## config.mk

```make
export PLATFORM = sky130hd
export DESIGN_NAME = nibble_handshake_chunk_link_top
export DESIGN_NICKNAME = d
export VERILOG_FILES = /design/src/hw/rtl/nhcl_pkg.sv /design/src/hw/rtl/nhcl_engine.sv /design/src/hw/rtl/nibble_handshake_chunk_link_top.sv
export SDC_FILE = /design/constraint.sdc
export NUM_CORES = 1
export LEC_CHECK = 0
export ABC_AREA = 1
export BUFFER_PORTS_ARGS = -buffer_cell sky130_fd_sc_hd__buf_2
export CORE_UTILIZATION = 55
export CTS_CLUSTER_DIAMETER = 50
export DETAILED_ROUTE_END_ITERATION = 8
export HOLD_SLACK_MARGIN = 0.02
export PLACE_DENSITY = 0.75
export SLEW_MARGIN = 25
export SYNTH_ARGS = -nofsm -noshare
export SYNTH_HDL_FRONTEND = slang
export SYNTH_SLANG_ARGS = --single-unit
```

## constraint.sdc

```tcl
create_clock -name clk -period 3.3 [get_ports clk]
set_input_delay 0.33 -clock clk [delete_from_list [all_inputs] [get_ports clk]]
set_output_delay 0.33 -clock clk [all_outputs]
set_load 0.005 [all_outputs]
```

## src/hw/rtl/nhcl_pkg.sv

```systemverilog
// ----------------------------------------------------------------------------
// nhcl_pkg: shared types and constants of the nibble handshake link
// Command codes, store geometry and the stage record passed from the
// handshake engine to the output stage.
// ----------------------------------------------------------------------------
`default_nettype none

package nhcl_pkg;

  // Host command codes carried with each pin sample
  localparam logic [2:0] CMD_NONE  = 3'd0;
  localparam logic [2:0] CMD_FETCH = 3'd1;
  localparam logic [2:0] CMD_RECV  = 3'd2;
  localparam logic [2:0] CMD_SEND  = 3'd3;
  localparam logic [2:0] CMD_LOAD  = 3'd4;

  // Send length clamp and send store geometry
  localparam int unsigned SEND_DEPTH  = 64;
  localparam int unsigned STORE_DEPTH = 64;
  localparam int unsigned STORE_AW    = $clog2(STORE_DEPTH);

  localparam logic [7:0] SEND_CLAMP = 8'(SEND_DEPTH);

  // Engine results of one sample, as seen after that sample
  typedef struct packed {
    logic       sck_out;
    logic       sending;
    logic       busy;
    logic       len_pend;
    logic       low_next;
    logic [7:0] chunk_len;
    logic [7:0] rx_byte;
    logic       rx_valid;
    logic [7:0] rx_index;
    logic       rx_last;
    logic [7:0] rx_length;
    logic [1:0] cmd_value;
    logic       cmd_valid;
    logic       done;
  } stg_t;

endpackage

`default_nettype wire

```

## src/hw/rtl/nhcl_engine.sv

```systemverilog
// ----------------------------------------------------------------------------
// nhcl_engine: four-phase handshake engine with send store
// Advances the link state once per accepted pin sample, records the result
// of that sample and reads the send store byte that the next nibble needs.
// ----------------------------------------------------------------------------
`default_nettype none

module nhcl_engine (
  input  wire logic                         clk,
  input  wire logic                         rst_n,
  input  wire logic                         accept,
  input  wire logic [2:0]                   cmd,
  input  wire logic [nhcl_pkg::STORE_AW-1:0] load_index,
  input  wire logic [7:0]                   load_byte,
  input  wire logic [7:0]                   send_length,
  input  wire logic                         sck_in,
  input  wire logic [3:0]                   bus_in,
  input  wire logic [1:0]                   cmd_pins,
  output nhcl_pkg::stg_t                    stg,
  output logic [7:0]                        rd_byte
);
  import nhcl_pkg::*;

  typedef enum logic [1:0] {
    OP_IDLE  = 2'd0,
    OP_FETCH = 2'd1,
    OP_RECV  = 2'd2,
    OP_SEND  = 2'd3
  } op_t;

  op_t        op_r, op_nxt, op_mid;
  logic [1:0] phase_r, phase_nxt;
  logic       low_next_r, low_next_nxt;
  logic [3:0] upper_r, upper_nxt;
  logic [7:0] count_r, count_nxt;
  logic [7:0] chunk_len_r, chunk_len_nxt;
  logic       len_pend_r, len_pend_nxt;
  logic       strobe_r, strobe_nxt;
  stg_t       stg_r, stg_nxt;

  logic [7:0] store_mem [STORE_DEPTH];
  logic [7:0] rd_byte_r;
  logic [STORE_AW-1:0] rd_addr;
  logic       wr_en;
  logic [7:0] rx_word;
  logic       done;

  assign rx_word = {upper_r, bus_in};
  assign wr_en   = accept && (cmd == CMD_LOAD);
  assign rd_addr = count_nxt[STORE_AW-1:0];

  // Advance the handshake for one pin sample
  always_comb begin
    op_nxt        = op_r;
    phase_nxt     = phase_r;
    low_next_nxt  = low_next_r;
    upper_nxt     = upper_r;
    count_nxt     = count_r;
    chunk_len_nxt = chunk_len_r;
    len_pend_nxt  = len_pend_r;
    strobe_nxt    = strobe_r;
    stg_nxt       = '0;
    done          = 1'b0;

    case (op_r)
      OP_IDLE: begin
        if (cmd inside {CMD_FETCH, CMD_RECV, CMD_SEND}) begin
          phase_nxt    = 2'd0;
          low_next_nxt = 1'b0;
          count_nxt    = 8'd0;
          len_pend_nxt = (cmd != CMD_FETCH);
          if (cmd == CMD_SEND) begin
            chunk_len_nxt = (send_length > SEND_CLAMP) ? SEND_CLAMP : send_length;
            strobe_nxt    = 1'b0;
            phase_nxt     = 2'd1;
            op_nxt        = OP_SEND;
          end else if (cmd == CMD_RECV) begin
            chunk_len_nxt = 8'd0;
            op_nxt        = OP_RECV;
          end else begin
            op_nxt = OP_FETCH;
          end
        end
      end
      OP_SEND: begin
        if (phase_r == 2'd1) begin
          // raise our strobe once the partner has taken the nibble
          if (!sck_in) begin
            strobe_nxt = 1'b1;
            phase_nxt  = 2'd2;
          end
        end else if (sck_in) begin
          // nibble finished: step to the next one
          if (!low_next_r) begin
            low_next_nxt = 1'b1;
          end else begin
            low_next_nxt = 1'b0;
            if (len_pend_r) len_pend_nxt = 1'b0;
            else            count_nxt    = count_r + 8'd1;
          end
          if (!len_pend_nxt && !low_next_nxt && (count_nxt >= chunk_len_r)) begin
            done = 1'b1;
          end else begin
            strobe_nxt = 1'b0;
            phase_nxt  = 2'd1;
          end
        end
      end
      default: begin
        if (phase_r == 2'd0) begin
          // partner strobe low: sample the pins and acknowledge
          if (!sck_in) begin
            strobe_nxt = 1'b0;
            phase_nxt  = 2'd1;
            if (op_r == OP_FETCH) begin
              stg_nxt.cmd_value = cmd_pins;
              stg_nxt.cmd_valid = 1'b1;
            end else if (!low_next_r) begin
              upper_nxt    = bus_in;
              low_next_nxt = 1'b1;
            end else begin
              low_next_nxt = 1'b0;
              if (len_pend_r) begin
                chunk_len_nxt = rx_word;
                len_pend_nxt  = 1'b0;
                count_nxt     = 8'd0;
              end else begin
                stg_nxt.rx_byte  = rx_word;
                stg_nxt.rx_valid = 1'b1;
                stg_nxt.rx_index = count_r;
                stg_nxt.rx_last  = ((count_r + 8'd1) == chunk_len_r);
                count_nxt        = count_r + 8'd1;
              end
            end
          end
        end else if (sck_in) begin
          // partner released: end the acknowledge
          strobe_nxt = 1'b1;
          phase_nxt  = 2'd0;
          if ((op_r == OP_FETCH) ||
              (!len_pend_r && !low_next_r && (count_r >= chunk_len_r))) begin
            done = 1'b1;
          end
        end
      end
    endcase

    op_mid = op_nxt;
    if (done) begin
      op_nxt    = OP_IDLE;
      phase_nxt = 2'd0;
    end

    stg_nxt.sck_out   = strobe_nxt;
    stg_nxt.sending   = (op_nxt == OP_SEND);
    stg_nxt.busy      = (op_nxt != OP_IDLE);
    stg_nxt.len_pend  = len_pend_nxt;
    stg_nxt.low_next  = low_next_nxt;
    stg_nxt.chunk_len = chunk_len_nxt;
    stg_nxt.rx_length = (op_mid == OP_RECV) ? chunk_len_nxt : 8'd0;
    stg_nxt.done      = done;
  end

  // Hold link state and the per-sample record
  always_ff @(posedge clk) begin
    if (!rst_n) begin
      op_r        <= OP_IDLE;
      phase_r     <= 2'd0;
      low_next_r  <= 1'b0;
      upper_r     <= 4'd0;
      count_r     <= 8'd0;
      chunk_len_r <= 8'd0;
      len_pend_r  <= 1'b0;
      strobe_r    <= 1'b1;
    end else if (accept) begin
      op_r        <= op_nxt;
      phase_r     <= phase_nxt;
      low_next_r  <= low_next_nxt;
      upper_r     <= upper_nxt;
      count_r     <= count_nxt;
      chunk_len_r <= chunk_len_nxt;
      len_pend_r  <= len_pend_nxt;
      strobe_r    <= strobe_nxt;
      stg_r       <= stg_nxt;
    end
  end

  // Send store: write on load, read the byte for the next nibble
  always_ff @(posedge clk) begin
    if (wr_en) begin
      store_mem[load_index] <= load_byte;
    end
    if (accept) begin
      if (wr_en && (load_index == rd_addr)) rd_byte_r <= load_byte;
      else                                  rd_byte_r <= store_mem[rd_addr];
    end
  end

  assign stg     = stg_r;
  assign rd_byte = rd_byte_r;

endmodule

`default_nettype wire

```

## src/hw/rtl/nibble_handshake_chunk_link_top.sv

```systemverilog
// ----------------------------------------------------------------------------
// nibble_handshake_chunk_link_top: 4-bit parallel link pin engine
// Stream wrapper around the handshake engine with a registered result word.
// ----------------------------------------------------------------------------
// Each input word is one clock sample of the partner pins plus an optional
// host command; each one yields exactly one result word with the pin drive
// levels and any received byte or command. The block takes one word per
// clock while the output is not stalled; each result is registered in the
// handshake engine, whose send store read is registered, then in the output
// register. A stalled output holds the engine record and then input words.
`default_nettype none

module nibble_handshake_chunk_link_top (
  input  wire logic        clk,
  input  wire logic        rst_n,
  input  wire logic        in_tvalid,
  output logic             in_tready,
  // load_index[5:0], load_byte[13:6], send_length[21:14], sck_in[22],
  // bus_in[26:23], cmd_pins[28:27], zero fill[31:29]
  input  wire logic [31:0] in_tdata,
  // cmd[2:0]
  input  wire logic [2:0]  in_tuser,
  output logic             out_tvalid,
  input  wire logic        out_tready,
  // sck_out[0], bus_out[4:1], bus_drive[5], busy_res[6], rx_byte[14:7],
  // rx_valid[15], rx_index[23:16], rx_length[31:24], command_value[33:32],
  // command_valid[34], done_res[35], zero fill[39:36]
  output logic [39:0]      out_tdata,
  // rx_last
  output logic             out_tlast
);
  import nhcl_pkg::*;

  stg_t       stg;
  logic [7:0] rd_byte;
  logic       accept;
  logic       s1_valid_r, s1_valid_nxt;
  logic       out_load;
  logic       out_valid_r;
  logic [39:0] out_data_r, out_data_nxt;
  logic       out_last_r;
  logic [7:0] nib_src;
  logic [3:0] nib;

  assign out_load  = s1_valid_r && (!out_valid_r || out_tready);
  assign in_tready = !s1_valid_r || out_load;
  assign accept    = in_tvalid && in_tready;

  nhcl_engine u_engine (
    .clk         (clk),
    .rst_n       (rst_n),
    .accept      (accept),
    .cmd         (in_tuser),
    .load_index  (in_tdata[5:0]),
    .load_byte   (in_tdata[13:6]),
    .send_length (in_tdata[21:14]),
    .sck_in      (in_tdata[22]),
    .bus_in      (in_tdata[26:23]),
    .cmd_pins    (in_tdata[28:27]),
    .stg         (stg),
    .rd_byte     (rd_byte)
  );

  // Pick the nibble to drive: length byte first, then store bytes
  assign nib_src = stg.len_pend ? stg.chunk_len : rd_byte;
  assign nib     = stg.low_next ? nib_src[3:0] : nib_src[7:4];

  // Pack the result word
  always_comb begin
    out_data_nxt        = '0;
    out_data_nxt[0]     = stg.sck_out;
    out_data_nxt[4:1]   = stg.sending ? nib : 4'd0;
    out_data_nxt[5]     = stg.sending;
    out_data_nxt[6]     = stg.busy;
    out_data_nxt[14:7]  = stg.rx_byte;
    out_data_nxt[15]    = stg.rx_valid;
    out_data_nxt[23:16] = stg.rx_index;
    out_data_nxt[31:24] = stg.rx_length;
    out_data_nxt[33:32] = stg.cmd_value;
    out_data_nxt[34]    = stg.cmd_valid;
    out_data_nxt[35]    = stg.done;
  end

  always_comb begin
    s1_valid_nxt = s1_valid_r;
    if (accept)        s1_valid_nxt = 1'b1;
    else if (out_load) s1_valid_nxt = 1'b0;
  end

  // Advance the engine stage and the output register
  always_ff @(posedge clk) begin
    if (!rst_n) begin
      s1_valid_r  <= 1'b0;
      out_valid_r <= 1'b0;
    end else begin
      s1_valid_r <= s1_valid_nxt;
      if (out_load) begin
        out_valid_r <= 1'b1;
        out_data_r  <= out_data_nxt;
        out_last_r  <= stg.rx_last;
      end else if (out_tready) begin
        out_valid_r <= 1'b0;
      end
    end
  end

  assign out_tvalid = out_valid_r;
  assign out_tdata  = out_data_r;
  assign out_tlast  = out_last_r;

  // Bus is only driven while a send is in progress
  a_drive_busy: assert property (@(posedge clk) disable iff (!rst_n)
    out_valid_r && out_data_r[5] |-> out_data_r[6])
    else $error("bus driven while link idle");

  // A sample never completes both a data byte and a command read
  a_rx_cmd_excl: assert property (@(posedge clk) disable iff (!rst_n)
    out_valid_r |-> !(out_data_r[15] && out_data_r[34]))
    else $error("byte and command reported on one sample");

  // Last marker only rides on a received byte
  a_last_rx: assert property (@(posedge clk) disable iff (!rst_n)
    out_valid_r && out_last_r |-> out_data_r[15])
    else $error("tlast without received byte");

  // A finished operation leaves the link idle
  a_done_idle: assert property (@(posedge clk) disable iff (!rst_n)
    out_valid_r && out_data_r[35] |-> !out_data_r[6] && out_data_r[0])
    else $error("done with link still busy or strobe low");

endmodule

`default_nettype wire
```

# Word level (Yosys, flattened, before mapping)
# Memories as Yosys holds them, arrays and structs flattened. A register that Yosys moved wholly into a read port is not among the register bits.
# Index checks and enable logic that the tools add are counted.
# W data, S select, Z words.
[totals] memories=1 latchBits=0 romBits=0 ram_bits=512 input_bits=39 regBits=109
[op_classes] shift=0 n_addsub=1 div=0 eq_ne=22 multipliers=0 reduce_logical=34 n_lt_le_gt_ge=3 mux=89 bitwise=5
[mem_list] memory="u_engine.store_mem" depth=64 word_bits=8 rd=1 rd_clocked_by_memory_dff=1 wr=1 line_no="nhcl_engine.sv:41" text="logic [7:0] store_mem [STORE_DEPTH];"
[ops] op="$mux W8" n=23
[ops] op="$mux W1" n=43
[ops] op="$pmux W8 S2" n=2
[ops] op="$mux W2" n=14
[ops] op="$ge A8 B8 Y1" n=2
[ops] op="$mux W10" n=1
[ops] op="$ne A3 B1 Y1 const B" n=3
[ops] op="$add A8 B1 Y8 const B" n=1
[ops] op="$eq A8 B8 Y1" n=1
[ops] op="$gt A8 B7 Y1 const B" n=1
[ops] op="$ne A4 B2 Y1 const B" n=2
[ops] op="$ne A4 B3 Y1 const B" n=2
[ops] op="$pmux W1 S2" n=4
[ops] op="$reduce_and A8 Y1" n=1
[ops] op="$logic_and A1 B1 Y1" n=7
[ops] op="$reduce_and A7 Y1" n=1
[ops] op="$reduce_or A7 Y1" n=1
[ops] op="$eq A2 B2 Y1 const B" n=3
[ops] op="$eq A3 B2 Y1 const B" n=2
[ops] op="$logic_not A1 Y1" n=6
[ops] op="$reduce_and A6 Y1" n=1
[ops] op="$reduce_bool A2 Y1" n=3
[ops] op="$reduce_bool A3 Y1" n=2
[ops] op="$reduce_or A6 Y1" n=1
[ops] op="other kinds (17)" n=27

# Logic depth before layout (Yosys ltp)
[depth] ltp_word=14 depth_mapped=21

# Hierarchy
# Synthesis repeated with hierarchy kept, for this count alone.
[unflattened] hier_cells=2782 area_unflattened_um2=28912.7
[by_module_without_submodules] mod="nhcl_engine" instances=1 cells_per_inst=2678 area_per_inst_um2=27452.6 seq_area_each_um2=17446.7
[by_module_without_submodules] mod="nibble_handshake_chunk_link_top" instances=1 cells_per_inst=104 area_per_inst_um2=1460.2 seq_area_each_um2=1151.1

# Least setup slack after synthesis
# Ideal clock, no wire load.
[synth_timing] path_type="flip-flop to flip-flop" from="register out_valid_r (netlist: out_tvalid)" to="register u_engine.stg_r (netlist bit u_engine.stg[0]), enable pin" slack_ps=276 stages_incl_launch_ff=7 setup_time_ps=444 period_less_slack_ps=3024 arrival_time_ps=2580 path_cell_list="dfxtp_1 inv_1 nor2_1 nand2_1 nand2_1 clkbuf_1 nor2_1"
[synth_via] elab_chain_len=6
[synth_lines] element="from (decl)" line_no="nibble_handshake_chunk_link_top.sv:39" text="logic out_valid_r;"
[synth_lines] element="from (signal assigned)" line_no="nibble_handshake_chunk_link_top.sv:94" text="out_valid_r <= 1'b0;"
[synth_lines] element="from (signal assigned)" line_no="nibble_handshake_chunk_link_top.sv:98" text="out_valid_r <= 1'b1;"
[synth_lines] element="from (signal assigned)" line_no="nibble_handshake_chunk_link_top.sv:102" text="out_valid_r <= 1'b0;"
[synth_lines] element="$logic_not A1 Y1" line_no="nibble_handshake_chunk_link_top.sv:45" text="assign out_load = s1_valid_r && (!out_valid_r || out_tready);"
[synth_lines] element="$logic_or A1 B1 Y1" line_no="nibble_handshake_chunk_link_top.sv:45"
[synth_lines] element="$logic_and A1 B1 Y1" line_no="nibble_handshake_chunk_link_top.sv:45"
[synth_lines] element="$logic_or A1 B1 Y1" line_no="nibble_handshake_chunk_link_top.sv:46" text="assign in_tready = !s1_valid_r || out_load;"
[synth_lines] element="via in_tready" line_no="nibble_handshake_chunk_link_top.sv:17" text="output logic in_tready,"
[synth_lines] element="$logic_and A1 B1 Y1" line_no="nibble_handshake_chunk_link_top.sv:47" text="assign accept = in_tvalid && in_tready;"
[synth_lines] element="$reduce_and A2 Y1 (no line)"
[synth_lines] element="to (signal assigned)" line_no="nhcl_engine.sv:184" text="stg_r <= stg_nxt;"
[synth_lines] element="to (decl)" line_no="nhcl_engine.sv:39" text="stg_t stg_r, stg_nxt;"
# The timed path passes the listed nets, and every way through them passes these cells.
# A chain may end at the register's enable or synchronous reset.

# Worst setup path after layout
[layout_timing] from="register u_engine.len_pend_r" to="register u_engine.rd_byte_r[1] (netlist: u_engine.rd_byte[1]), read port of u_engine.store_mem, data pin"
[layout_via] elab_chain_len=8
[layout_lines] element="from (decl)" line_no="nhcl_engine.sv:37" text="logic len_pend_r, len_pend_nxt;"
[layout_lines] element="from (signal assigned)" line_no="nhcl_engine.sv:182" text="len_pend_r <= len_pend_nxt;"
[layout_lines] element="$mux W8" line_no="nhcl_engine.sv:98" text="if (len_pend_r) len_pend_nxt = 1'b0;"
[layout_lines] element="$mux W8" line_no="nhcl_engine.sv:94" text="if (!low_next_r) begin"
[layout_lines] element="$mux W8" line_no="nhcl_engine.sv:92" text="end else if (sck_in) begin"
[layout_lines] element="$mux W8" line_no="nhcl_engine.sv:86" text="if (phase_r == 2'd1) begin"
[layout_lines] element="$mux W8" line_no="nhcl_engine.sv:65" text="case (op_r)"
[layout_lines] element="$mux W8" line_no="nhcl_engine.sv:92"
[layout_lines] element="$mux W8" line_no="nhcl_engine.sv:86"
[layout_lines] element="$pmux W8 S2 *" line_no="nhcl_engine.sv:65"
[layout_lines] element="to (decl)" line_no="nhcl_engine.sv:42" text="logic [7:0] rd_byte_r;"
# Every way passes the cells marked *; elsewhere a longest branch is shown, timed or not. The select of a mux whose other input is x is not followed.

==> summary.md <==
| Metric | Value |
|---|---|
| Status | `finished clean` |
| Initial antenna violation count | `1` |
| CTS tree | `done` |
| Fillcell total | `3854` |
| Arrival @ worst endpoint | `3.54 ns` |
| Slew @ Worst Pin | `between 1 and 1.5 ns` |
| Worst Skew | `between 0.02 and 0.025 ns` |
| Min-Delay Path Class | `primary input to flop` |
| Most frequent cells in the layout | `600 x edfxtp_1, 575 x nand3_1, 454 x nand2_1, 353 x inv_1, 163 x nand3b_1` |
| Power Dens Cells | `628.2 nW/um2` |
| Area grow syn2layout | `13.60%` |
| Overall die width | `230.4 um` |
| Seq. cell area | `~19000 um2` |
| Antenna Cells | `0` |
| Most frequent CP cell | `nand3_1` |
| GPL Wtd Cong | `0.9232` |
| FF+latch count, synth | `629` |
| CP startpoint kind | `flop` |
| # Max-Cap Violations | `0` |
| Vias | `20590` |
| DRC violations left | `0` |
| Synth top area cells | `edfxtp_1 63%, nand3_1 10%, nand2_1 6.0%` |
| Total power | `~0.020 W` |
| Pre-CTS WS | `0.02339 ns` |
| Starting DRT DRC Count | `2643` |
| Top cell type's share of synthesized area | `0.6279` |
| First-pass GRT wire length | `109500 um` |
| Core box area | `51410 um2` |
| Post-synth ARST share | `0` |
| Final setup fails | `0` |
| Vias in the first global route | `19860` |
| Layout cell share with drive strength beyond 1 | `0.1067` |
| Port bufs | `74` |
| CP cell instances | `inv_2 -> ha_1 -> nand2_1 -> o21ai_0 -> nand2_1 -> nand3_1 -> nand2_4 -> buf_12 -> buf_12 -> nand3b_1 -> nand3_1 -> nand3_1 -> nand3_1 -> nand3_1 -> nand3_1 -> nand2_1 -> nand2_1 -> nand2_1` |
| Synth area leader | `edfxtp_1` |
| Post-Syn Area | `28690 um2` |
| Clock tree root driver cell | `clkbuf_16` |
| CTS buffer count | `67` |
| Worst skew pair latency | `around 0.6 ns` |
| Max Slew Vio Count | `0` |
| Post-route minimum period | `about 3.2 ns` |
| Post-synth EDFFs | `600` |
| Fin nets | `~2900` |
| Leakage | `12.91 nW` |
| Worst path slowest cell | `dfxtp_1` |
| Worst slew margin | `0.3193` |
| Kind of critical path | `flop to flop` |
| Fin. Hold Viols | `0` |
| Pre-antenna DRT Iters | `6` |
| Worst setup margin | `0.09056 ns` |
| Reg clk slew, reported paths | `0.06 ns` |
| Period Utilization, post-route | `0.9726` |
| Fmax | `between 300 and 400 MHz` |
| H-Tree Depth | `3` |
| Placed Cells | `3413` |
| GRT overflow | `0` |
| Most common cell after layout, fill and taps aside | `edfxtp_1` |
| IO Count | `82` |
| Yosys warning count | `0` |
| Wire per inst | `20.25 um` |
| Clock Sinks | `629` |
| Hpwl dp | `44450 um` |
| Die height | `230.4 um` |
| Crit-path max FO | `38` |
| Routed wire length | `71840 um` |
| Post-Layout Cell Count | `3548` |
| Final ANT Viol Nets | `0` |
| Avg Inst Size Synth | `10.54 um2` |
| CP required | `3.63 ns` |
| Bufs on Longest Clock Path | `3` |
| Slowest cell delay on critical path | `between 0.4 and 0.5 ns` |
| Crit. End Element | `flop` |
| Sequential fraction of the synthesis area | `0.6481` |
| Syn Inst Count | `2723` |
| Vias per inst | `5.804` |
| Footprint of the multi-input gates | `about 8100 um2` |
| Most used DFF post-synth | `edfxtp_1` |
| Die area | `53090 um2` |
| Row count | `83` |
| GRT Total Usage | `0.2685` |
| Max VDD drop | `a little over 0.0004 V` |
| Yosys cell types | `47` |
| Starting Density | `0.5582` |
| Largest net degree at the start of global routing | `114` |
-- worst max-delay path: cells and delay by family, from the launching register on --
family	cells	cell delay (ns)
compound gates	1	0.13
fa+ha+maj	1	0.31
buf+inv	3	0.57
flops	1	0.41
simple gates	13	1.50
-- Yosys cell counts (2+ instances only) --
cell type / number
a211oi_1: 2
a21oi_1: 63
a221oi_1: 3
buf_1: 10
buf_2: 99
buf_4: 14
buf_6: 6
clkbuf_1: 26
clkinv_1: 2
dfxtp_1: 29
edfxtp_1: 600
ha_1: 23
inv_1: 353
inv_2: 7
nand2_1: 457
nand2_2: 5
nand3_1: 578
nand3b_1: 163
nand4_1: 15
nor2_1: 145
nor2_2: 2
nor3_1: 9
nor4_1: 2
o211ai_1: 8
o21ai_0: 56
o21ai_1: 9
o21bai_1: 3
o221ai_1: 2
o41ai_1: 2
or2_2: 2
xor2_1: 12
-- power breakdown --
group | switching, W | leakage [nW] | internal (W)
combinational | 0.00289 | 6.20 | 0.00131
sequential | 0.0000659 | 5.68 | 0.00888
clock | 0.00305 | 1.03 | 0.00429
total | 0.00600 | 12.9 | 0.0145
-- per-stage QoR --
stage / setup TNS (ns) / util / instance area, um2 / hold WS, ns
floorplan: 0 / - / 28710 / 0.4003
global placement: 0 / 0.5864 / 30150 / 0.4018
detailed placement: 0 / 0.5868 / 30170 / 0.4056
CTS: 0 / 0.6294 / 32350 / 0.02228
global route: -0.0005875 / 0.6341 / 32600 / 0.06525
finish: 0 / 0.6341 / 32600 / 0.04925
-- timing repair --
| action | CTS | global route |
|---|---|---|
| pin swaps | 0 | 8 |
| cloned | 0 | 3 |
| gates resized for setup | 1 | 17 |
| setup endpoints to repair | 1 | 14 |
| hold buffers | 4 | 0 |
| buffers inserted | 0 | 7 |
| endpoints found under the hold margin | 4 | 0 |
-- per-layer routing --
metal	wire, um	GRT usage	part of all wire	up-vias
met5	30	0	0.00042	-
met4	2453	0.1107	0.034	4
li1	-	-	-	9551
met1	28490	0.3637	0.40	9714
met2	33650	0.4294	0.47	1147
met3	7216	0.04854	0.10	176
-- cell families (layout without fill, tap and decap cells) --
logic type,after synthesis,count (layout),share of synthesized area
buf+inv,518,659,0.07552
simple gates,1384,1385,0.2321
fa+ha+maj,23,23,0.01003
compound gates,156,156,0.03039
flops,629,629,0.6481
other cells,1,4,0.0001307
xor+xnor,12,12,0.003663
-- layout make-up --
cell class                 count  area share
clock buffer                  88     0.05547
clock inverter                31     0.01017
tap                          680     0.02610
sequential                   629      0.5706
inverter                     362     0.04169
timing repair buffer         178     0.04863
multi-input combinational   1580      0.2473
-- flip-flops by register name, indices dropped and copies added, names as in the netlist, 2 cells and up --
signal	flops
u_engine.count_r	8
u_engine.upper_r	4
u_engine.phase_r	2
u_engine.chunk_len_r	8
out_tdata	36
u_engine.store_mem	512
u_engine.rd_byte	8
u_engine.stg	43
u_engine.op_r	2
-- worst paths after layout --
path,from,end,slack (ns),depth (start not counted)
hold / removal,in_tdata[27],u_engine.stg[2],0.05,3
setup reg to reg,u_engine.len_pend_r,u_engine.rd_byte[1],0.09,18
hold reg to reg,u_engine.stg[29],out_tdata[14],0.42,0
setup / recovery,u_engine.len_pend_r,u_engine.rd_byte[1],0.09,18
Note: power is estimated with default switching activity, not from simulation.
